## config.mk

```make
export PLATFORM = sky130hd
export DESIGN_NAME = active_id_list_top
export DESIGN_NICKNAME = d
export VERILOG_FILES = /design/src/rtl/core/aidl_pkg.sv /design/src/rtl/core/active_id_list_top.sv /design/src/rtl/core/aidl_core.sv
export SDC_FILE = /design/constraint.sdc
export NUM_CORES = 1
export LEC_CHECK = 0
export BUFFER_PORTS_ARGS = -buffer_cell sky130_fd_sc_hd__buf_2
export CORE_MARGIN = 5
export CORE_UTILIZATION = 45
export CTS_CLUSTER_SIZE = 12
export DETAILED_ROUTE_END_ITERATION = 10
export PLACE_DENSITY = 0.68
export SLEW_MARGIN = 0
export SYNTH_ARGS = -nofsm -noshare
export SYNTH_HDL_FRONTEND = slang
export SYNTH_SLANG_ARGS = --single-unit
```

## constraint.sdc

```tcl
create_clock -name i_clk -period 3.1 [get_ports i_clk]
set_clock_uncertainty 0.05 [all_clocks]
set_input_delay 0.62 -clock i_clk [delete_from_list [all_inputs] [get_ports i_clk]]
set_output_delay 0.62 -clock i_clk [all_outputs]
set_load 0.1 [all_outputs]
```

## src/rtl/core/aidl_pkg.sv

```systemverilog
// Shared types and constants for the active ID list.
// No dependencies; imported by aidl_core, active_id_list_top and the testbench.
`default_nettype none

package aidl_pkg;

    localparam int ID_W          = 8;
    localparam int COUNT_W       = 4;
    localparam int DEPTH_DEFAULT = 8;

    typedef enum logic {
        OP_ADD    = 1'b0,
        OP_REMOVE = 1'b1
    } t_op;

    typedef struct packed {
        logic [ID_W-1:0]    oldest_id;
        logic [COUNT_W-1:0] entry_count;
        logic               dropped_oldest;
        logic               changed;
    } t_result;

endpackage

`default_nettype wire

```

## src/rtl/core/active_id_list_top.sv

```systemverilog
// Top level of the active ID list: stream ports and the result output register.
// Depends on aidl_pkg and aidl_core.
//
//  Port group   Dir   Fields (lowest bit first)
//  i_s_*        in    tuser: op; tdata: caller_id
//  o_m_*        out   tdata: changed, dropped_oldest, entry_count, oldest_id
//
// An item is searched for entry by entry from the oldest; a remove that finds its
// ID then moves each later entry one place forward, and the oldest entry is read
// for the result; the single list memory read port reads one entry per cycle.
// Reset clears the count and the head pointer; memory contents need no clearing.
// The next item is taken once a result has moved into the output register,
// so a stalled output holds up at most one further item.
`default_nettype none

module active_id_list_top #(
    parameter int LIST_DEPTH = aidl_pkg::DEPTH_DEFAULT
) (
    input  wire logic        i_clk,
    input  wire logic        i_rst_n,
    input  wire logic        i_s_tvalid,
    output logic             o_s_tready,
    input  wire logic [7:0]  i_s_tdata,   // [7:0] caller_id
    input  wire logic [0:0]  i_s_tuser,   // [0] op
    output logic             o_m_tvalid,
    input  wire logic        i_m_tready,
    output logic [15:0]      o_m_tdata    // [0] changed, [1] dropped_oldest,
                                          // [5:2] entry_count, [13:6] oldest_id
);
    import aidl_pkg::*;

    logic      res_valid;
    logic      res_ready;
    t_result   res;
    logic      r_m_valid;
    logic [15:0] r_m_data;

    aidl_core #(
        .LIST_DEPTH(LIST_DEPTH)
    ) u_core (
        .i_clk       (i_clk),
        .i_rst_n     (i_rst_n),
        .i_req_valid (i_s_tvalid),
        .o_req_ready (o_s_tready),
        .i_req_op    (t_op'(i_s_tuser[0])),
        .i_req_id    (i_s_tdata[ID_W-1:0]),
        .o_res_valid (res_valid),
        .i_res_ready (res_ready),
        .o_res       (res)
    );

    assign res_ready = !r_m_valid || i_m_tready;

    always_ff @(posedge i_clk) begin
        if (!i_rst_n) begin
            r_m_valid <= 1'b0;
        end else if (res_valid && res_ready) begin
            r_m_valid <= 1'b1;
        end else if (i_m_tready) begin
            r_m_valid <= 1'b0;
        end
        if (res_valid && res_ready) begin
            r_m_data <= {2'b0, res.oldest_id, res.entry_count,
                         res.dropped_oldest, res.changed};
        end
    end

    assign o_m_tvalid = r_m_valid;
    assign o_m_tdata  = r_m_data;

endmodule

`default_nettype wire

```

## src/rtl/core/aidl_core.sv

```systemverilog
// List engine: ID store in a circular memory, sequential search and gap closing.
// Depends on aidl_pkg.
`default_nettype none

module aidl_core #(
    parameter int LIST_DEPTH = aidl_pkg::DEPTH_DEFAULT
) (
    input  wire logic                        i_clk,
    input  wire logic                        i_rst_n,
    input  wire logic                        i_req_valid,
    output logic                             o_req_ready,
    input  wire aidl_pkg::t_op               i_req_op,
    input  wire logic [aidl_pkg::ID_W-1:0]   i_req_id,
    output logic                             o_res_valid,
    input  wire logic                        i_res_ready,
    output aidl_pkg::t_result                o_res
);
    import aidl_pkg::*;

    localparam int AW = $clog2(LIST_DEPTH);
    localparam int CW = $clog2(LIST_DEPTH + 1);
    localparam int SW = CW + 1;

    typedef enum logic [2:0] {
        ST_IDLE,
        ST_SEARCH,
        ST_SHIFT,
        ST_OLDEST,
        ST_RESULT
    } t_state;

    t_state          r_state, n_state;
    t_op             r_op, n_op;
    logic [ID_W-1:0] r_id, n_id;
    logic [AW-1:0]   r_head, n_head;
    logic [CW-1:0]   r_count, n_count;
    logic [CW-1:0]   r_idx, n_idx;
    logic            r_pend, n_pend;
    logic [CW-1:0]   r_pend_idx, n_pend_idx;
    logic            r_changed, n_changed;
    logic            r_dropped, n_dropped;

    logic [ID_W-1:0] mem [LIST_DEPTH];
    logic [ID_W-1:0] r_rdata;

    logic            rd_en;
    logic [AW-1:0]   rd_addr;
    logic            wr_en;
    logic [AW-1:0]   wr_addr;
    logic [ID_W-1:0] wr_data;
    logic            hit;
    logic [CW+3:0]   count_ext;

    // Maps a position in the list (0 = oldest) onto a memory address.
    function automatic logic [AW-1:0] phys(input logic [AW-1:0] head,
                                           input logic [CW-1:0] pos);
        logic [SW-1:0] s;
        s = SW'(head) + SW'(pos);
        if (s >= SW'(LIST_DEPTH)) begin
            s = s - SW'(LIST_DEPTH);
        end
        return s[AW-1:0];
    endfunction

    always_ff @(posedge i_clk) begin
        if (wr_en) begin
            mem[wr_addr] <= wr_data;
        end
        if (rd_en) begin
            r_rdata <= mem[rd_addr];
        end
    end

    assign hit = r_pend && (r_rdata == r_id);

    always_comb begin
        n_state    = r_state;
        n_op       = r_op;
        n_id       = r_id;
        n_head     = r_head;
        n_count    = r_count;
        n_idx      = r_idx;
        n_pend     = r_pend;
        n_pend_idx = r_pend_idx;
        n_changed  = r_changed;
        n_dropped  = r_dropped;
        rd_en      = 1'b0;
        rd_addr    = '0;
        wr_en      = 1'b0;
        wr_addr    = '0;
        wr_data    = r_id;

        unique case (r_state)
            ST_IDLE: begin
                if (i_req_valid) begin
                    n_op      = i_req_op;
                    n_id      = i_req_id;
                    n_idx     = '0;
                    n_pend    = 1'b0;
                    n_changed = 1'b0;
                    n_dropped = 1'b0;
                    n_state   = ST_SEARCH;
                end
            end
            ST_SEARCH: begin
                // One read issued per cycle; the data returned is registered and then compared with the searched ID.
                if (hit) begin
                    n_pend = 1'b0;
                    if (r_op == OP_REMOVE) begin
                        n_changed = 1'b1;
                        n_idx     = r_pend_idx + CW'(1);
                        n_state   = ST_SHIFT;
                    end else begin
                        n_state = ST_OLDEST;
                    end
                end else if (r_idx < r_count) begin
                    rd_en      = 1'b1;
                    rd_addr    = phys(r_head, r_idx);
                    n_pend     = 1'b1;
                    n_pend_idx = r_idx;
                    n_idx      = r_idx + CW'(1);
                end else begin
                    n_pend = 1'b0;
                    if (r_op == OP_ADD) begin
                        n_changed = 1'b1;
                        wr_en     = 1'b1;
                        if (r_count < CW'(LIST_DEPTH)) begin
                            wr_addr = phys(r_head, r_count);
                            n_count = r_count + CW'(1);
                        end else begin
                            // Full: the oldest slot takes the new ID and the head moves on.
                            wr_addr   = r_head;
                            n_dropped = 1'b1;
                            if (r_head == AW'(LIST_DEPTH - 1)) begin
                                n_head = '0;
                            end else begin
                                n_head = r_head + AW'(1);
                            end
                        end
                    end
                    n_state = ST_OLDEST;
                end
            end
            ST_SHIFT: begin
                // Each entry behind the removed one moves one place towards the front.
                if (r_pend) begin
                    wr_en   = 1'b1;
                    wr_addr = phys(r_head, r_pend_idx - CW'(1));
                    wr_data = r_rdata;
                end
                if (r_idx < r_count) begin
                    rd_en      = 1'b1;
                    rd_addr    = phys(r_head, r_idx);
                    n_pend     = 1'b1;
                    n_pend_idx = r_idx;
                    n_idx      = r_idx + CW'(1);
                end else begin
                    n_pend  = 1'b0;
                    n_count = r_count - CW'(1);
                    n_state = ST_OLDEST;
                end
            end
            ST_OLDEST: begin
                rd_en   = 1'b1;
                rd_addr = r_head;
                n_state = ST_RESULT;
            end
            ST_RESULT: begin
                if (i_res_ready) begin
                    n_state = ST_IDLE;
                end
            end
            default: begin
                n_state = ST_IDLE;
            end
        endcase
    end

    always_ff @(posedge i_clk) begin
        if (!i_rst_n) begin
            r_state <= ST_IDLE;
            r_head  <= '0;
            r_count <= '0;
            r_pend  <= 1'b0;
        end else begin
            r_state <= n_state;
            r_head  <= n_head;
            r_count <= n_count;
            r_pend  <= n_pend;
        end
        r_op       <= n_op;
        r_id       <= n_id;
        r_idx      <= n_idx;
        r_pend_idx <= n_pend_idx;
        r_changed  <= n_changed;
        r_dropped  <= n_dropped;
    end

    assign count_ext   = {4'b0, r_count};
    assign o_req_ready = (r_state == ST_IDLE);
    assign o_res_valid = (r_state == ST_RESULT);

    always_comb begin
        o_res.changed        = r_changed;
        o_res.dropped_oldest = r_dropped;
        o_res.entry_count    = count_ext[COUNT_W-1:0];
        o_res.oldest_id      = (r_count != '0) ? r_rdata : '0;
    end

endmodule

`default_nettype wire

```

# After elaboration in Yosys (flattened, before gate mapping)
# Memories as Yosys holds them, arrays and structs flattened. A register that Yosys moved wholly into a read port is not among the register bits.
# Cells that the tools add are included.
# word_totals
reg_bits	45
mem_bits_rw	64
inputBits	13
output_inout_bits	18
wordCells	130
memories	1
# op_classes
add_sub_neg	12
order_cmp	5
eq_ne	17
mux	59
n_bitwise	4
reduce_logical	19
# memory_table
memory	words	width	rd	rd_ports_with_merged_regs	write_ports	line_no	text
u_core.mem	8	8	1	1	1	aidl_core.sv:43	logic [ID_W-1:0] mem [LIST_DEPTH];
# ops
operator	n
$mux 3	15
$mux 4	11
$mux 1	20
$mux 8	2
$pmux 4 s2	2
$add 3x4->5	3
$ge 5x4->1 const B	3
$pmux 3 s5	1
$add 4x1->4 const B	3
$ne 2x2->1 const B	6
$pmux 4 s3	1
$reduce_and 6->1	2
$reduce_and 5->1	2
$pmux 3 s3	1
$sub 3x1->3 const B	3
$eq 8x8->1	1
$reduce_and 2->1	4
$sub 4x1->4 const B	2
$eq 3x2->1 const B	2
$eq 3x3->1 const B	2
$ne 3x2->1 const B	2
$pmux 1 s2	3
$pmux 1 s3	2
$pmux 3 s2	1
other kinds (15)	22

# Logic depth before layout (Yosys ltp)
# Gate-level depths: netlist of the first run.
# depth
depth_word	8
depth_mapped	12
ltp_nobuf	10

# Cells and area by module
# A second synthesis of the first run with hierarchy kept.
# unflattened
hier_cells	400
area_unflattened_um2	5572.8
# modules_own_cells
module	n_inst	cells_each	area_each_um2	seq_area_each_um2
aidl_core	1	378	5076.1	2952.8
active_id_list_top	1	22	496.7	440.4

# Worst setup path before layout of the first run
# Ideal clock, no wire load.
# synth_timing
kind	flip-flop to flip-flop
startpoint	register u_core.r_state[2]
endpoint	register u_core.r_id[0], enable pin
setup_time_ps	333
t_arrival_ps	3222
required_ps	2717
path_slack_ps	-505
path_stages_with_launch	5
n_path_buf	1
period_less_slack_ps	3605
path_cell_list	dfxtp_1 clkbuf_1 nor3_1 nand2_1 inv_1
# synth_between
elab_chain_cells	2
# synth_lines
item	line_no	text
start, declared	aidl_core.sv:32	t_state r_state, n_state;
start signal, assigned	aidl_core.sv:186	r_state <= n_state;
$logic_not 3->1	n/a	
net o_s_tready	active_id_list_top.sv:22	output logic o_s_tready,
$reduce_and 2->1 (no source line)	n/a	
end signal, assigned	aidl_core.sv:192	r_id <= n_id;
end, declared	aidl_core.sv:34	logic [ID_W-1:0] r_id, n_id;
# The timed path passes the listed nets, and every way through them passes these cells.
# A chain may end at the register's enable or synchronous reset.

# Worst setup path in the final report of the first run
# layout_timing
startpoint	register u_core.r_head[0]
endpoint	register u_core.r_rdata[3], read port of u_core.mem, data pin
# layout_between
elab_chain_cells	6
elab_cells_between_ends	7
classes_between	add/sub: 2; order compare: 1; mux: 4
# layout_lines
item	line_no	text
start, declared	aidl_core.sv:35	logic [AW-1:0] r_head, n_head;
start signal, assigned	aidl_core.sv:187	r_head <= n_head;
$add 3x4->5	aidl_core.sv:58	s = SW'(head) + SW'(pos);
$ge 5x4->1 / $sub 3x1->3 (equally long branches)	aidl_core.sv:59, aidl_core.sv:60	
$mux 3	aidl_core.sv:59	if (s >= SW'(LIST_DEPTH)) begin
$mux 3	aidl_core.sv:116	end else if (r_idx < r_count) begin
$mux 3	aidl_core.sv:107	if (hit) begin
$pmux 3 s3 (*)	aidl_core.sv:93	unique case (r_state)
end, declared	aidl_core.sv:44	logic [ID_W-1:0] r_rdata;
# Every way passes the cells marked *; elsewhere a longest branch is shown, timed or not.

==> results of run 1 <==
-- worst max path at each step --
stage                                  from                 to  slack [ns]  cells past startpoint
final                      u_core.r_head[0]  u_core.r_rdata[3]        0.21                     10
after global routing       u_core.r_head[0]  u_core.r_rdata[0]        0.02                     10
after detailed placement  u_core.r_count[1]  u_core.r_rdata[1]        0.05                      9
after CTS                 u_core.r_count[1]  u_core.r_rdata[1]        0.05                      9
after global placement    u_core.r_count[1]  u_core.r_rdata[4]        0.11                      9
after floorplan           u_core.r_count[3]   u_core.mem[2][0]        0.09                      9
-- flip-flops by register name, indices dropped and copies added, names as in the netlist --
register,flops
u_core.mem,64
o_m_tdata,14
u_core.r_id,8
u_core.r_rdata,8
u_core.r_count,4
u_core.r_idx,4
u_core.r_pend_idx,4
u_core.r_head,3
u_core.r_state,3
o_m_tvalid,1
u_core.r_changed,1
u_core.r_dropped,1
u_core.r_op,1
u_core.r_pend,1
-- kinds of logic after synthesis --
family	share of synthesized area (%)
xor+xnor	3.88
flops	62.6
other cells	0.0692
mux	6.49
buf+inv	2.89
compound gates	9.38
fa+ha+maj	4.48
simple gates	10.2
-- routing by layer --
metal  up-vias  track usage [%]  part of all wire, %
li1       1587                -                    -
met1      1608             21.8                   46
met2        91             24.4                   47
met3        14             4.71                  5.1
met4         0             5.65                  1.3
met5         -                0                    0
-- where the power goes --
| part | total, mW | internal [mW] | switching, mW |
|---|---|---|---|
| sequential | 2.23 | 2.07 | 0.165 |
| combinational | 1.69 | 0.669 | 1.02 |
| clock | 1.97 | 1.27 | 0.703 |
| total | 5.90 | 4.00 | 1.89 |
-- synth_stat cells (all sizes together) (2+ instances only) --
library cell,count,area [um2]
a21boi,2,26.3
a21oi,15,78.8
a221oi,8,76.3
a22oi,3,36.3
a31oi,2,27.5
a32o,8,80.1
and2,4,25.0
buf,10,66.3
clkbuf,6,22.5
dfxtp,12,240
edfxtp,105,3150
fa,4,80.1
ha,13,163
inv,18,67.6
mux2,9,101
mux2i,25,250
nand2,37,139
nand2b,5,31.3
nand3,8,40.0
nand4,3,18.8
nor2,17,63.8
nor2b,15,93.8
nor3,8,40.0
nor4,4,40.0
o21ai,13,65.1
o31ai,2,28.8
or2,2,12.5
xnor2,18,158
xor2,6,52.6
-- per-stage QoR --
stage	total power, mW	area, um2
global route	6.19	6470
CTS	5.86	6430
detailed placement	3.89	5830
global placement	3.85	5830
floorplan	3.44	5430
finish	5.90	6470
-- what timing repair did --
action                     in CTS  in global routing
buffers inserted                0                  2
setup endpoints to repair       0                 28
resized for setup               0                  5
-- layout make-up --
cell class,instances,share of cell area (%)
well taps,147,2.84
flip-flops and latches,117,52.5
inverters,18,1.04
clock buffers,17,6.58
multi-input cells,248,29.1
clock inverters,15,2.75
repair buffers,51,5.22
-- worst max-delay path, delay by kind of cell (launching register included) --
kind,cells,cell delay [ns]
adder cells (fa/ha/maj),2,0.56
buffers and inverters,3,0.35
flip-flops,1,0.47
AND/OR/NAND/NOR,1,0.15
XOR/XNOR,1,0.31
AO/OA/AOI/OAI,3,0.70
-- placed cells by master, fill, tap and decap left out, types with 3 or more instances in the layout --
cell,instances
buf_4,21
nand2b_1,5
mux2_2,9
inv_6,4
a21oi_1,14
clkinv_1,3
ha_1,13
fa_1,4
nor4_1,3
buf_2,28
xor2_1,6
mux2i_1,25
clkbuf_16,17
nand4_1,3
dfxtp_1,11
o21ai_0,11
nand3_1,8
clkinv_4,3
a32o_1,7
nor3_1,7
nand2_1,37
bufinv_16,3
and2_1,4
xnor2_1,18
edfxtp_1,105
nor2_1,16
inv_1,17
nor2b_1,15
a221oi_1,7
==> flow_metrics.py, run 1 <==
metrics = {
    "synthesis": {
        "yosysSeqAreaShare_pct": 62.6,
        "synthArstFlopShare_pct": 0,
        "syn_area_um2": 5420,
        "ys_types": 58,
        "synthFlopType": "edfxtp_1",
        "synth_area_per_cell_um2": 13.6,
        "yosys_warnings": 0,
        "synth_edf_count": 105,
        "synth.ff_latch_count": 117,
        "netlist_instances": 398,
    },
    "critical_path": {
        "crit_path_frequent_cell": "inv_1",
        "cp.required_ns": 3.16,
        "timing.rr.start": "u_core.r_head[0]",
        "cp_slowest_stage_delay_ns": 0.47,
        "critPathMaxFanout": 8,
        "critPathLaunchType": "flop",
        "slowest_stage": "dfxtp_1",
        "r2r_slack_ns": 0.21,
        "worst-endpoint-arrival_ns": 2.95,
        "reg2reg_depth": 10,
        "end_kind": "flop",
        "r2r_end": "u_core.r_rdata[3]",
        "cp_cell_sequence": "buf_4 -> ha_1 -> inv_1 -> fa_1 -> xnor2_1 -> nand3_1 -> inv_1 -> o211ai_1 -> o21ai_1 -> a221oi_1",
        "path_class": "flop to flop",
    },
    "timing": {
        "setup-tns-final_ns": 0,
        "slew_violations": 0,
        "fmax_ghz": 0.346,
        "worst_slack_ns": 0.207,
        "worstMarginPinSlew_ns": 1.09,
        "hold_viol": 0,
        "fin_crit_sh_pct": 93.3,
        "hold-worst-slack_ns": 0.340,
        "finalCriticalPeriod_ns": 2.89,
        "setup_viol": 0,
        "slew_headroom_pct": 26.8,
        "rsz0062_at_grt": "no",
    },
    "floorplanning": {
        "rows": 40,
        "fp.dieW_um": 120,
        "start_util_pct": 45.5,
        "fp.dieH_um": 120,
        "die-area_um2": 14300,
        "core-area_um2": 11900,
        "ioPinCount": 31,
    },
    "pwr": {
        "ir_drop_mv": 0.419,
        "p_leak_nw": 2.51,
        "p_per_area_nw_per_um2": 912,
    },
    "routing": {
        "routed_wirelength_um": 10900,
        "vias": 3300,
        "drc": 0,
        "drtAntennaViolNets": 0,
        "wire_per_inst_um": 17.8,
        "drt_first_iter_violations": 252,
        "viasPerCell": 5.38,
        "dr.pass1.iters": 5,
    },
    "final_layout": {
        "fin_cells": 613,
        "syn_to_final_growth_pct": 19.4,
        "multi_input_area_um2": 1880,
        "antenna_cells": 0,
        "drive_gt1_share_pct": 22.5,
        "finalCoreUtilization_pct": 54.3,
        "layout.nets": 483,
        "n_fill_cell": 946,
        "seqCellArea_um2": 3390,
    },
    "grt": {
        "grt_pass1_vias": 3176,
        "grt_first_pass_wirelength_um": 17300,
        "antenna_found_initial": 0,
        "grt_max_degree": 33,
        "track_usage_pct": 16.0,
        "grt-ovfl-total": 0,
    },
    "cts": {
        "clkSinkCount": 117,
        "cts_tree": "built",
        "clockRootBuffer": "clkbuf_16",
        "ctsHoldBuffers": 0,
        "cts_buffer_depth": 2,
        "h-tree-depth": 4,
        "clk_pin_slew_ns": 0.05,
        "cts_buffers": 17,
        "clock_latency_ns": 0.41,
    },
    "hold_path": {
        "hold_depth": 1,
        "whs_endpoint": "u_core.r_id[0]",
        "holdCritStartpoint": "i_s_tdata[0]",
        "hold_path_class": "input pin to flop",
    },
    "place": {
        "gp_congestion": 0.847,
        "dp_cells": 579,
        "dp_slack_ns": 0.0534,
        "portBuffers": 28,
        "hpwl_um": 7770,
    },
    "job": {
        "maxCapViolations": 0,
    },
    "outcome": {
        "outcome": "completed",
    },
}
No activity file was read; power rests on OpenSTA's default activity.
==> run 2, diff against run 1 <==
--- a/config.mk
+++ b/config.mk
@@ -7,10 +7,10 @@
 export LEC_CHECK = 0
 export BUFFER_PORTS_ARGS = -buffer_cell sky130_fd_sc_hd__buf_2
 export CORE_MARGIN = 5
-export CORE_UTILIZATION = 45
+export CORE_UTILIZATION = 50
 export CTS_CLUSTER_SIZE = 12
 export DETAILED_ROUTE_END_ITERATION = 10
-export PLACE_DENSITY = 0.68
+export PLACE_DENSITY = 0.74
 export SLEW_MARGIN = 0
 export SYNTH_ARGS = -nofsm -noshare
 export SYNTH_HDL_FRONTEND = slang
==> flow_metrics.py, run 2 (same netlist as run 1, synthesis figures left out) <==
metrics = {
    "outcome": {
        "outcome": "completed",
    },
    "cts": {
        "clk_pin_slew_ns": 0.06,
        "clockRootBuffer": "clkbuf_8",
        "clkSinkCount": 117,
        "h-tree-depth": 4,
        "cts_buffer_depth": 2,
        "cts_buffers": 17,
        "cts_tree": "built",
        "clock_latency_ns": 0.52,
    },
    "critical_path": {
        "critPathLaunchType": "flop",
        "reg2reg_depth": 11,
        "path_depth": 11,
        "worst-endpoint-arrival_ns": 3.11,
        "path_class": "flop to flop",
        "timing.rr.start": "u_core.r_count[1]",
        "critPathMaxFanout": 32,
        "cp_slowest_stage_delay_ns": 0.38,
        "cp_cell_sequence": "inv_1 -> ha_1 -> a2111o_1 -> a21oi_1 -> a21boi_4 -> buf_12 -> a22oi_4 -> buf_12 -> mux2i_1 -> a32o_1 -> a221oi_1",
        "r2r_slack_ns": 0.27,
        "critPathTopFamily": "compound AO/OA/AOI/OAI gates",
        "worstSetupStartpoint": "u_core.r_count[1]",
        "slowest_stage": "a2111o_1",
        "r2r_end": "u_core.r_rdata[5]",
        "cp.required_ns": 3.38,
        "endpoint": "u_core.r_rdata[5]",
        "end_kind": "flop",
        "critPathBufInv": 3,
        "crit_path_frequent_cell": "buf_12",
    },
    "place": {
        "hpwl_um": 7760,
        "dp_cells": 577,
        "portBuffers": 28,
        "placed_area_um2": 5860,
        "dp_slack_ns": 0.117,
        "gp_congestion": 0.889,
    },
    "grt": {
        "grt_max_degree": 33,
        "grt_first_pass_wirelength_um": 17700,
        "track_usage_pct": 18.2,
        "antenna_found_initial": 0,
        "grt-ovfl-total": 0,
        "grt_pass1_vias": 3371,
    },
    "routing": {
        "vias": 3337,
        "routed_wirelength_um": 11100,
        "dr.pass1.iters": 5,
        "drc": 0,
        "drtAntennaViolNets": 0,
        "drt_first_iter_violations": 327,
        "wire_per_inst_um": 18.2,
        "viasPerCell": 5.47,
    },
    "timing": {
        "setup-tns-final_ns": 0,
        "slew_violations": 0,
        "setup_viol": 0,
        "slew_headroom_pct": 23.7,
        "fmax_ghz": 0.353,
        "finalCriticalPeriod_ns": 2.83,
        "rsz0062_at_grt": "no",
        "worstMarginPinSlew_ns": 1.14,
        "hold_viol": 0,
        "worst_slack_ns": 0.268,
        "fin_crit_sh_pct": 91.4,
        "hold-worst-slack_ns": 0.223,
    },
    "pwr": {
        "p_per_area_nw_per_um2": 886,
        "p_leak_nw": 2.49,
        "ir_drop_mv": 0.612,
    },
    "floorplanning": {
        "start_util_pct": 50.4,
        "core-area_um2": 10700,
        "die-area_um2": 13000,
        "fp.dieH_um": 114,
        "fp.dieW_um": 114,
        "rows": 38,
        "ioPinCount": 31,
    },
    "hold_path": {
        "hold_path_class": "input pin to flop",
    },
    "final_layout": {
        "drive_gt1_share_pct": 22.6,
        "largest_reg_flops": 64,
        "fin_cells": 610,
        "final_common_cell": "edfxtp_1",
        "antenna_cells": 0,
        "final_cell_mix": "edfxtp_1 (105), nand2_1 (37), buf_2 (28)",
        "syn_to_final_growth_pct": 18.5,
        "layout.nets": 487,
        "top_register": "u_core.mem",
        "finalInstanceArea_um2": 6420,
    },
    "job": {
        "maxCapViolations": 0,
    },
}
run 2: cell types whose count changed in the layout (fill, tap and decap cells not counted), sizes merged:
cell      change
buf           +4
bufinv        -2
clkbuf        +1
clkinv        +3
clkinvlp      +1
inv           -3
run 2: stage by stage:
stage / total power [mW] / util (%)
finish: 5.69 / 59.7
global route: 5.98 / 59.7
CTS: 5.65 / 59.5
detailed placement: 3.91 / 54.5
global placement: 3.86 / 54.5
floorplan: 3.44 / -
run 2: final cells by class:
class,instances,area [um2]
fillers,807,4330
inverters,18,67.6
flip-flops and latches,117,3390
clock inverters,14,113
multi-input cells,248,1880
clock buffers,18,418
repair buffers,55,368
well taps,140,175
run 2: layer usage:
metal	wire length, um	share of wire, %	track usage (%)	vias up
li1	-	-	-	1596
met1	4820	44	24.3	1597
met2	5260	47	28.1	127
met3	831	7.5	5.66	17
met4	165	1.5	6.73	0
met5	0	0	0	-
run 2: timing repair:
action,4_1_cts,5_1_grt
hold buffers,0,0
endpoints found under the setup margin,0,48
setup buffers,0,1
resized for setup,0,3
run 2: worst min-delay path by stage:
stage                                start        endpoint  slack, ns  depth (start not counted)
after detailed placement  u_core.r_dropped    o_m_tdata[1]       0.35                          0
after CTS                     i_s_tdata[5]  u_core.r_id[5]       0.20                          1
after floorplan           u_core.r_changed    o_m_tdata[0]       0.35                          0
after global routing          i_s_tdata[6]  u_core.r_id[6]       0.19                          1
after global placement    u_core.r_dropped    o_m_tdata[1]       0.36                          0
final                         i_s_tdata[1]  u_core.r_id[1]       0.22                          1
run 2: report_power, final:
| part | internal (mW) | switching, mW | total [mW] |
|---|---|---|---|
| Clock | 1.05 | 0.673 | 1.72 |
| Combinational | 0.691 | 1.05 | 1.74 |
| Sequential | 2.07 | 0.156 | 2.23 |
==> run 3, diff against run 2 <==
--- a/config.mk
+++ b/config.mk
@@ -14,4 +14,5 @@
 export SLEW_MARGIN = 0
 export SYNTH_ARGS = -nofsm -noshare
 export SYNTH_HDL_FRONTEND = slang
+export SYNTH_HIERARCHICAL = 1
 export SYNTH_SLANG_ARGS = --single-unit
==> flow_metrics.py, run 3 <==
metrics = {
    "place": {
        "portBuffers": 28,
        "dp_slack_ns": 0.163,
        "gp_congestion": 0.919,
        "hpwl_um": 8130,
    },
    "final_layout": {
        "n_fill_cell": 807,
        "final_common_cell": "edfxtp_1",
        "layout.nets": 482,
        "drive_gt1_share_pct": 23.9,
        "antenna_cells": 0,
        "seqCellArea_um2": 3390,
        "finalCoreUtilization_pct": 60.2,
        "largest_reg_flops": 64,
        "multi_input_area_um2": 2010,
        "syn_to_final_growth_pct": 17.6,
        "final_cell_mix": "edfxtp_1 (105), mux2i_1 (53), nand2_1 (35)",
        "top_register": "u_core/mem",
    },
    "job": {
        "maxCapViolations": 0,
    },
    "cts": {
        "cts_buffer_depth": 2,
        "clkSinkCount": 117,
        "cts_buffers": 17,
        "clk_pin_slew_ns": 0.06,
        "cts_tree": "built",
        "cts_setup_buffers": 0,
        "clockRootBuffer": "clkbuf_8",
        "clock_latency_ns": 0.52,
        "h-tree-depth": 4,
    },
    "synthesis": {
        "synthArstFlopShare_pct": 0,
        "synth_top_cells_by_area": "edfxtp_1 (57%), mux2i_1 (9.5%), dfxtp_1 (4.3%), ha_1 (2.9%), nand2_1 (2.4%)",
        "synth_top_family_by_area": "multiplexers",
        "netlist.area_leader.share_pct": 56.6,
        "netlist_instances": 400,
        "synth_mux_area_share_pct": 11.1,
        "synth_edf_count": 105,
        "synthSimpleGateAreaFrac_pct": 9.41,
        "synthTopCellsByCount": "edfxtp_1 (105), mux2i_1 (53), nand2_1 (35)",
        "synth_compound_area_share_pct": 7.03,
        "yosys.area_share.adder_pct": 4.36,
        "synth_most_common_cell": "edfxtp_1",
        "yosys_warnings": 6,
        "yosysTopAreaCell": "edfxtp_1",
        "syn_area_um2": 5570,
        "yosysSeqAreaShare_pct": 60.9,
        "synthFlopType": "edfxtp_1",
        "synth.ff_latch_count": 117,
        "synth_area_per_cell_um2": 13.9,
        "ys_types": 60,
        "synthXorXnorAreaFrac_pct": 3.46,
    },
    "critical_path": {
        "cp_slowest_stage_delay_ns": 0.37,
        "cp_cell_sequence": "inv_1 -> ha_1 -> o211ai_1 -> o21a_1 -> a22oi_1 -> a211oi_4 -> buf_12 -> mux2i_1 -> mux2i_1 -> mux2_2",
        "slowest_stage": "dfxtp_1",
        "critPathLaunchType": "flop",
        "end_kind": "flop",
        "cp.required_ns": 3.32,
        "path_class": "flop to flop",
        "critPathMaxFanout": 32,
        "worst-endpoint-arrival_ns": 3.19,
        "crit_path_frequent_cell": "mux2i_1",
    },
    "timing": {
        "setup_viol": 0,
        "slew_violations": 0,
        "hold_viol": 0,
        "worst_slack_ns": 0.129,
        "fmax_ghz": 0.337,
        "slew_headroom_pct": 64.0,
        "worstMarginPinSlew_ns": 0.540,
        "fin_crit_sh_pct": 95.8,
        "finalCriticalPeriod_ns": 2.97,
        "hold-worst-slack_ns": 0.231,
        "rsz0062_at_grt": "no",
    },
    "routing": {
        "routed_wirelength_um": 11700,
        "drtAntennaViolNets": 0,
        "drc": 0,
        "viasPerCell": 5.49,
        "wire_per_inst_um": 19.4,
        "dr.pass1.iters": 4,
        "vias": 3321,
        "drt_first_iter_violations": 329,
    },
    "grt": {
        "grt_pass1_vias": 3469,
        "grt_first_pass_wirelength_um": 18900,
        "grt-ovfl-total": 0,
        "antenna_found_initial": 0,
        "track_usage_pct": 19.2,
        "grt_max_degree": 33,
    },
    "hold_path": {
        "hold_path_class": "input pin to flop",
    },
    "pwr": {
        "ir_drop_mv": 0.483,
        "p_leak_nw": 2.42,
        "p_per_area_nw_per_um2": 869,
    },
    "floorplanning": {
        "die-area_um2": 13400,
        "ioPinCount": 31,
        "fp.dieH_um": 116,
        "start_util_pct": 51.2,
        "core-area_um2": 10900,
        "rows": 38,
        "fp.dieW_um": 116,
    },
    "outcome": {
        "outcome": "completed",
    },
}
## run 3: cell types whose count changed after synthesis, sizes merged, moves of 6 or more
cell    previous run  this run
a32o               8         1
xnor2             18        10
xor2               6        12
a221oi             8         0
mux2i             25        53
buf               10        17
## run 3: final timing paths
kind | depth (start not counted) | end | slack [ns] | start
min reg2reg | 0 | o_m_tdata[1] | 0.37 | u_core/r_dropped
min | 1 | u_core/r_id[4] | 0.23 | i_s_tdata[4]
max reg2reg | 10 | u_core/r_rdata[7] | 0.13 | u_core/r_count[1]
max | 10 | u_core/r_rdata[7] | 0.13 | u_core/r_count[1]
## run 3: power by group
group	internal (mW)	leakage, nW	switching (mW)	total, mW
sequential	2.04	1.06	0.172	2.21
clock	1.16	0.282	0.731	1.90
combinational	0.614	1.08	0.974	1.59
## run 3: cell families after synthesis
logic type	Yosys count
other	1
adder cells (fa/ha/maj)	17
XOR/XNOR	22
multiplexers	61
flip-flops	117
buffers and inverters	35
AND/OR/NAND/NOR	98
AO/OA/AOI/OAI	49
## run 3: metrics by stage
stage / instance area (um2) / setup TNS, ns / std cells / total power [mW]
2_1_floorplan: 5600 / -2.82 / 401 / 3.34
3_3_place_gp: 5960 / 0 / 573 / 3.74
3_5_place_dp: 5960 / 0 / 573 / 3.80
4_1_cts: 6540 / 0 / 605 / 5.72
5_1_grt: 6550 / 0 / 605 / 5.96
6_report: 6550 / 0 / 605 / 5.70
## run 3: cell type report
cell class	instances	share of cell area, %
sequential	117	51.8
multi-input combinational	249	30.7
clock buffer	18	6.38
timing repair buffer	50	5.04
tap	140	2.67
clock inverter	14	2.50
inverter	17	0.974
## run 3: metal layers
layer / global-route usage, % / wire (um) / vias to the layer above
met5: 0 / 0 / -
met4: 6.42 / 161 / 0
met3: 4.91 / 655 / 13
met2: 31.2 / 5740 / 107
met1: 25.4 / 5170 / 1638
li1: - / - / 1563
## run 3: what timing repair did
action	CTS	global route
endpoints found under the setup margin	0	8
hold buffers	0	0
gates resized for setup	0	2
## run 3: worst max-delay path: cells and delay by family (launching register included)
family                     cells  cell delay [ns]
muxes                          3             0.79
AOI/OAI and AO/OA              4             0.75
buffers and inverters          2             0.42
DFF                            1             0.37
adders and majority gates      1             0.32
